$ cat src/sv/glnk_pkg.sv
// Shared types, codes and constants for the Gauss linking number block.
package glnk_pkg;

  localparam int unsigned CRD_W  = 24;
  localparam int unsigned IDX_W  = 8;
  localparam int unsigned ENT_W  = 3 * CRD_W;
  localparam int unsigned DEPTH  = 256;
  localparam int unsigned MUL_W  = 33;
  localparam int unsigned PROD_W = 2 * MUL_W;

  localparam logic [28:0] INV_FOUR_PI_Q32 = 29'd341782638;
  localparam logic [63:0] BIG64 = 64'h7FFF_FFFF_FFFF_FFFF;
  localparam logic [IDX_W-1:0] LAST_IDX = IDX_W'(DEPTH - 1);

  typedef logic [1:0] cfg_idx_t;
  localparam cfg_idx_t CFG_FIRST_START  = 2'd0;
  localparam cfg_idx_t CFG_FIRST_END    = 2'd1;
  localparam cfg_idx_t CFG_SECOND_START = 2'd2;
  localparam cfg_idx_t CFG_SECOND_END   = 2'd3;

  localparam logic CMD_LOAD    = 1'b0;
  localparam logic CMD_COMPUTE = 1'b1;

  typedef logic [4:0] op_t;
  localparam op_t OP_DX2    = 5'd0;
  localparam op_t OP_DY2    = 5'd1;
  localparam op_t OP_DZ2    = 5'd2;
  localparam op_t OP_A1B2   = 5'd3;
  localparam op_t OP_A2B1   = 5'd4;
  localparam op_t OP_A2B0   = 5'd5;
  localparam op_t OP_A0B2   = 5'd6;
  localparam op_t OP_A0B1   = 5'd7;
  localparam op_t OP_A1B0   = 5'd8;
  localparam op_t OP_DC0_LO = 5'd9;
  localparam op_t OP_DC0_HI = 5'd10;
  localparam op_t OP_DC1_LO = 5'd11;
  localparam op_t OP_DC1_HI = 5'd12;
  localparam op_t OP_DC2_LO = 5'd13;
  localparam op_t OP_DC2_HI = 5'd14;
  localparam op_t OP_S0Q0   = 5'd15;
  localparam op_t OP_S0Q1   = 5'd16;
  localparam op_t OP_S1Q0   = 5'd17;
  localparam op_t OP_S1Q1   = 5'd18;
  localparam op_t OP_FIN_LO = 5'd19;
  localparam op_t OP_FIN_HI = 5'd20;

  typedef enum logic [3:0] {
    ST_IDLE, ST_READ, ST_PREP, ST_MUL, ST_CHECK, ST_SQRT, ST_DIVINIT,
    ST_DIV, ST_ACC, ST_NEXT, ST_FINI, ST_RES
  } state_t;

  function automatic logic signed [CRD_W-1:0] crd(input logic [ENT_W-1:0] e,
                                                  input int unsigned k);
    logic signed [CRD_W-1:0] v;
    v = e[ENT_W-1-k*CRD_W -: CRD_W];
    return v;
  endfunction

endpackage

$ cat src/sv/glnk_mul.sv
// Shared signed multiplier with registered product.
module glnk_mul (
  input  logic                                clk,
  input  logic signed [glnk_pkg::MUL_W-1:0]   a,
  input  logic signed [glnk_pkg::MUL_W-1:0]   b,
  output logic signed [glnk_pkg::PROD_W-1:0]  p
);
  import glnk_pkg::*;

  always_ff @(posedge clk) begin
    p <= a * b;
  end

endmodule

$ cat config.mk
export PLATFORM = sky130hd
export DESIGN_NAME = glnk_mul
export DESIGN_NICKNAME = d
export VERILOG_FILES = /design/src/sv/glnk_pkg.sv /design/src/sv/glnk_mul.sv
export SDC_FILE = /design/constraint.sdc
export NUM_CORES = 2
export LEC_CHECK = 0
export ABC_AREA = 1
export BUFFER_PORTS_ARGS = -buffer_cell sky130_fd_sc_hd__clkbuf_2
export CAP_MARGIN = 15
export CORE_MARGIN = 4
export CORE_UTILIZATION = 38
export DETAILED_ROUTE_END_ITERATION = 16
export PLACE_DENSITY = 0.58
export RECOVER_POWER = 25
export SYNTH_ARGS = -nofsm -noshare
export SYNTH_HDL_FRONTEND = slang
export SYNTH_SLANG_ARGS = --single-unit
$ cat constraint.sdc
create_clock -name clk -period 16.5 [get_ports clk]
set_input_delay 1.65 -clock clk [delete_from_list [all_inputs] [get_ports clk]]
set_output_delay 1.65 -clock clk [all_outputs]
set_load 0.03 [all_outputs]
# Word level (Yosys, flattened, before mapping)
# Cells that the tools add are included.
[totals]
output_inout_bits = 66
wordCells = 2
register_bits = 66
input_bits = 67
[classes]
mul = 1
[op_table]
columns = ["operator", "n"]
rows = [
  ["multiplier 33 x 33 -> 66 bit", 1],
]

# Longest topological paths before layout
[depth]
ltp_word = 1
ltp_mapped = 34
depth_no_buf = 32

# Worst setup path before layout
# No wires, ideal clock.
[synth_path]
kind = "input to register"
startpoint = "input a[32] (netlist name)"
endpoint = "register p[60] (netlist name)"
path_slack_ps = 8094
required_ps = 16387
stages = 23
setup_time_ps = 113
arrival_ps = 8293
n_path_buf = 2
cell_sequence = "clkbuf_1 > clkbuf_1 > nand2_1 > inv_1 > fa_1 > fa_1 > fa_1 > fa_1 > inv_1 > fa_1 > fa_1 > fa_1 > fa_1 > inv_1 > ha_1 > nand2_1 > nor2_1 > inv_1 > nor3_1 > nand2_1 > and2_0 > nand4_1 > nand2_1"
[synth_between]
elab_chain_len = 1
[synth_lines]
columns = ["element", "line_no", "text"]
rows = [
  ["from (decl)", "glnk_mul.sv:4", "input logic signed [glnk_pkg::MUL_W-1:0] a,"],
  ["multiplier 33 x 33 -> 66 bit", "glnk_mul.sv:11", "p <= a * b;"],
  ["to (signal assigned)", "glnk_mul.sv:11", ""],
  ["to (decl)", "glnk_mul.sv:6", "output logic signed [glnk_pkg::PROD_W-1:0] p"],
]
# Every way passes these cells.

# Worst setup path in the final report
[layout_path]
startpoint = "input b[0] (netlist name)"
endpoint = "register p[64] (netlist name)"
[layout_between]
elab_chain_len = 1
[layout_lines]
columns = ["element", "line_no", "text"]
rows = [
  ["from (decl)", "glnk_mul.sv:5", "input logic signed [glnk_pkg::MUL_W-1:0] b,"],
  ["multiplier 33 x 33 -> 66 bit", "glnk_mul.sv:11", ""],
]
# Every way passes these cells.

==> run_results.csv <==
group,metric,value,unit
outcome,status,"complete, but fails checks",
outcome,violations,"capacitance limit, slew limit",
critical_path,path_buf_inv,4,
sta,hold_violations,0,
floorplanning,coreArea,113000,sq um
critical_path,cp_slowest_cell,"clkbuf_1",
placed_design,dp_slack,6.92,ns
clock_network,ctsRootBufferMaster,"clkbuf_16",
critical_path,cp_slowest_stage_delay,1.26,ns
synthesis,synth_seq_cells,66,
sta,max_slew_margin,-20.6,%
flow_run,maxCapViolCount,1,
critical_path,critPathMostFrequentCell,"fa_1",
cells_and_area,drive_gt1_share,3.76,%
synthesis,synth_top_cell_by_area,"fa_1",
routing,wl_per_cell,17.4,um
worst_hold_path,min_from,"a[0]",
floorplanning,dieArea,119000,sq um
global_routing,antenna_found_initial,7,
clock_network,clk_pin_slew_worst_paths,0.07,ns
synthesis,ys_seq_area_share,3.06,%
global_routing,track_usage,21.3,%
cells_and_area,num-nets-final,6881,
floorplanning,die_h,345,um
sta,worst_pin_slew,1.81,ns
synthesis,synth_warnings,0,
worst_hold_path,holdPathEnd,"p[0]",
synthesis,yosysUniqueCellTypes,35,
critical_path,path_delay_family,"adder cells",
critical_path,critical_path_class,"in -> reg",
routing,drtPass1Iterations,6,
clock_network,cts_resized,0,
cells_and_area,fin_util,40.1,%
global_routing,grt_overflow,0,
routing,drt_iter0_drc,1913,
clock_network,clock-sinks,66,
global_routing,grt_pass1_wl,201000,um
routing,ant_nets,0,
synthesis,netlist_area,43200,sq um
worst_hold_path,holdCritPathClass,"in -> reg",
cells_and_area,stdcell_area,45200,sq um
floorplanning,chipWidth,345,um
clock_network,clockBufferDepth,2,
cells_and_area,reg.largest.list,"p x66",
synthesis,syn_area_per_cell,7.79,sq um
synthesis,yosys-top-cells-area,"fa_1 53%, inv_1 16%, nand2_1 13%",
routing,viasPerCell,4.65,
critical_path,start_kind,"primary input",
cells_and_area,largest_reg_flops,66,
critical_path,critical_path.endpoint_type,"flip-flop",
synthesis,synth_cells,5543,
global_routing,grt_max_degree,35,
global_routing,grt_pass1_vias,36723,
critical_path,crit_chain,"clkbuf_1 > nand2_1 > inv_1 > fa_1 > fa_1 > fa_1 > fa_1 > fa_1 > fa_1 > fa_1 > inv_1 > fa_1 > inv_1 > ha_1 > nand2_1 > nor2_1 > nand2_1 > nor4_1 > nand2_1 > nand3_1 > nand2_1",
clock_network,cts_buffers,9,
sta,period_needed,9.88,ns
sta,fin_ws,6.62,ns
floorplanning,ios,133,
worst_hold_path,hold_depth,4,
placed_design,place_hpwl,102000,um
clock_network,cts_setup_buffers,0,
critical_path,worstPathRequired,16.74,ns
sta,fmax,101,MHz
placed_design,gp_congestion,0.916,
floorplanning,rows,123,
critical_path,cp_max_fo,33,
placed_design,io_buffers,132,
cells_and_area,area_growth,4.74,%
routing,vias,32353,
clock_network,cts_tree,"done",
clock_network,ctsHoldBuffers,0,
sta,rsz0062_at_grt,"false",
floorplanning,start_util,38.3,%
routing,routed_wl,121000,um
clock_network,h-tree-depth,3,
sta,timing.setup.tns,0,ns
synthesis,syn-num-nets,6972,
placed_design,place_area,44900,sq um
cells_and_area,largest-register,"p",
sta,fin_crit_sh,59.9,%
sta,drv_slew,34,
routing,drc,0,
sta,setup_violations,0,
synthesis,synth_top_area_share,53.1,%
critical_path,cp_data_arrival_time,10.12,ns
-- logic make-up after synthesis --
family | count (synthesis) | synth area share, %
AOI/OAI and AO/OA | 106 | 1.38
xor gates and xnor gates | 41 | 0.832
adders and majority gates | 1362 | 59.4
buffers and inverters | 2158 | 18.8
DFF | 66 | 3.06
and+or+nand+nor | 1810 | 16.6
-- routing by layer --
layer | global-route usage (%) | routed length [um] | vias up
met1 | 26.6 | 49100 | 16477
li1 | - | - | 14799
met3 | 2.54 | 5760 | 225
met5 | 0 | 46 | -
met2 | 38.6 | 61900 | 844
met4 | 6.20 | 4160 | 8
-- how the worst max path moves through the flow --
stage / from / endpoint / slack, ns / cells after the start
finish: b[0] / p[64] / 6.62 / 21
global route: b[0] / p[60] / 6.03 / 24
CTS: a[32] / p[63] / 7.27 / 21
detailed placement: a[32] / p[55] / 6.92 / 21
global placement: a[32] / p[63] / 6.99 / 24
floorplan: a[32] / p[60] / 8.09 / 23
-- cell type report --
| cell class | count | area (sq um) |
|---|---|---|
| Multi-Input combinational cell | 3319 | 33800 |
| Clock buffer | 10 | 239 |
| Timing Repair Buffer | 161 | 837 |
| Tap cell | 1500 | 1880 |
| Clock inverter | 6 | 72.6 |
| Antenna cell | 3 | 7.51 |
| Inverter | 1895 | 7110 |
| Sequential cell | 66 | 1320 |
| Fill cell | 11740 | 67400 |
-- metrics by stage --
stage | hold slack [ns] | cells
after floorplan | 1.91 | 5543
after global placement | 2.09 | 6941
after detailed placement | 2.10 | 6941
after CTS | 1.99 | 6957
after global routing | 2.02 | 6958
final | 2.02 | 6960
-- synthesized netlist by cell type, drive strengths merged --
master	n
nor3	8
clkbuf	262
nand2	1534
a21o	2
ha	217
nor2	154
a21oi	65
nand4	19
buf	1
dfxtp	66
a21boi	1
and2	3
o21a	1
or2	6
inv	1895
nand3b	3
nand3	78
xor2	37
nor4	5
fa	1145
xnor2	4
o21bai	14
o21ai	23
-- cell usage in the layout, fill, tap and decap left out, types with 19 or more instances in the layout --
| cell | count |
|---|---|
| dfxtp_1 | 66 |
| xor2_1 | 37 |
| fa_1 | 1145 |
| clkbuf_1 | 33 |
| nand4_1 | 19 |
| clkbuf_2 | 99 |
| a21oi_1 | 61 |
| ha_1 | 217 |
| o21ai_0 | 19 |
| nor2_1 | 131 |
| buf_4 | 29 |
| nor2_2 | 20 |
| inv_1 | 1893 |
| nand2_1 | 1517 |
| nand3_1 | 70 |
Power is left out: the tool's default activity adds up to more than one toggle a clock period on the data nets, which glitch-free logic cannot reach.
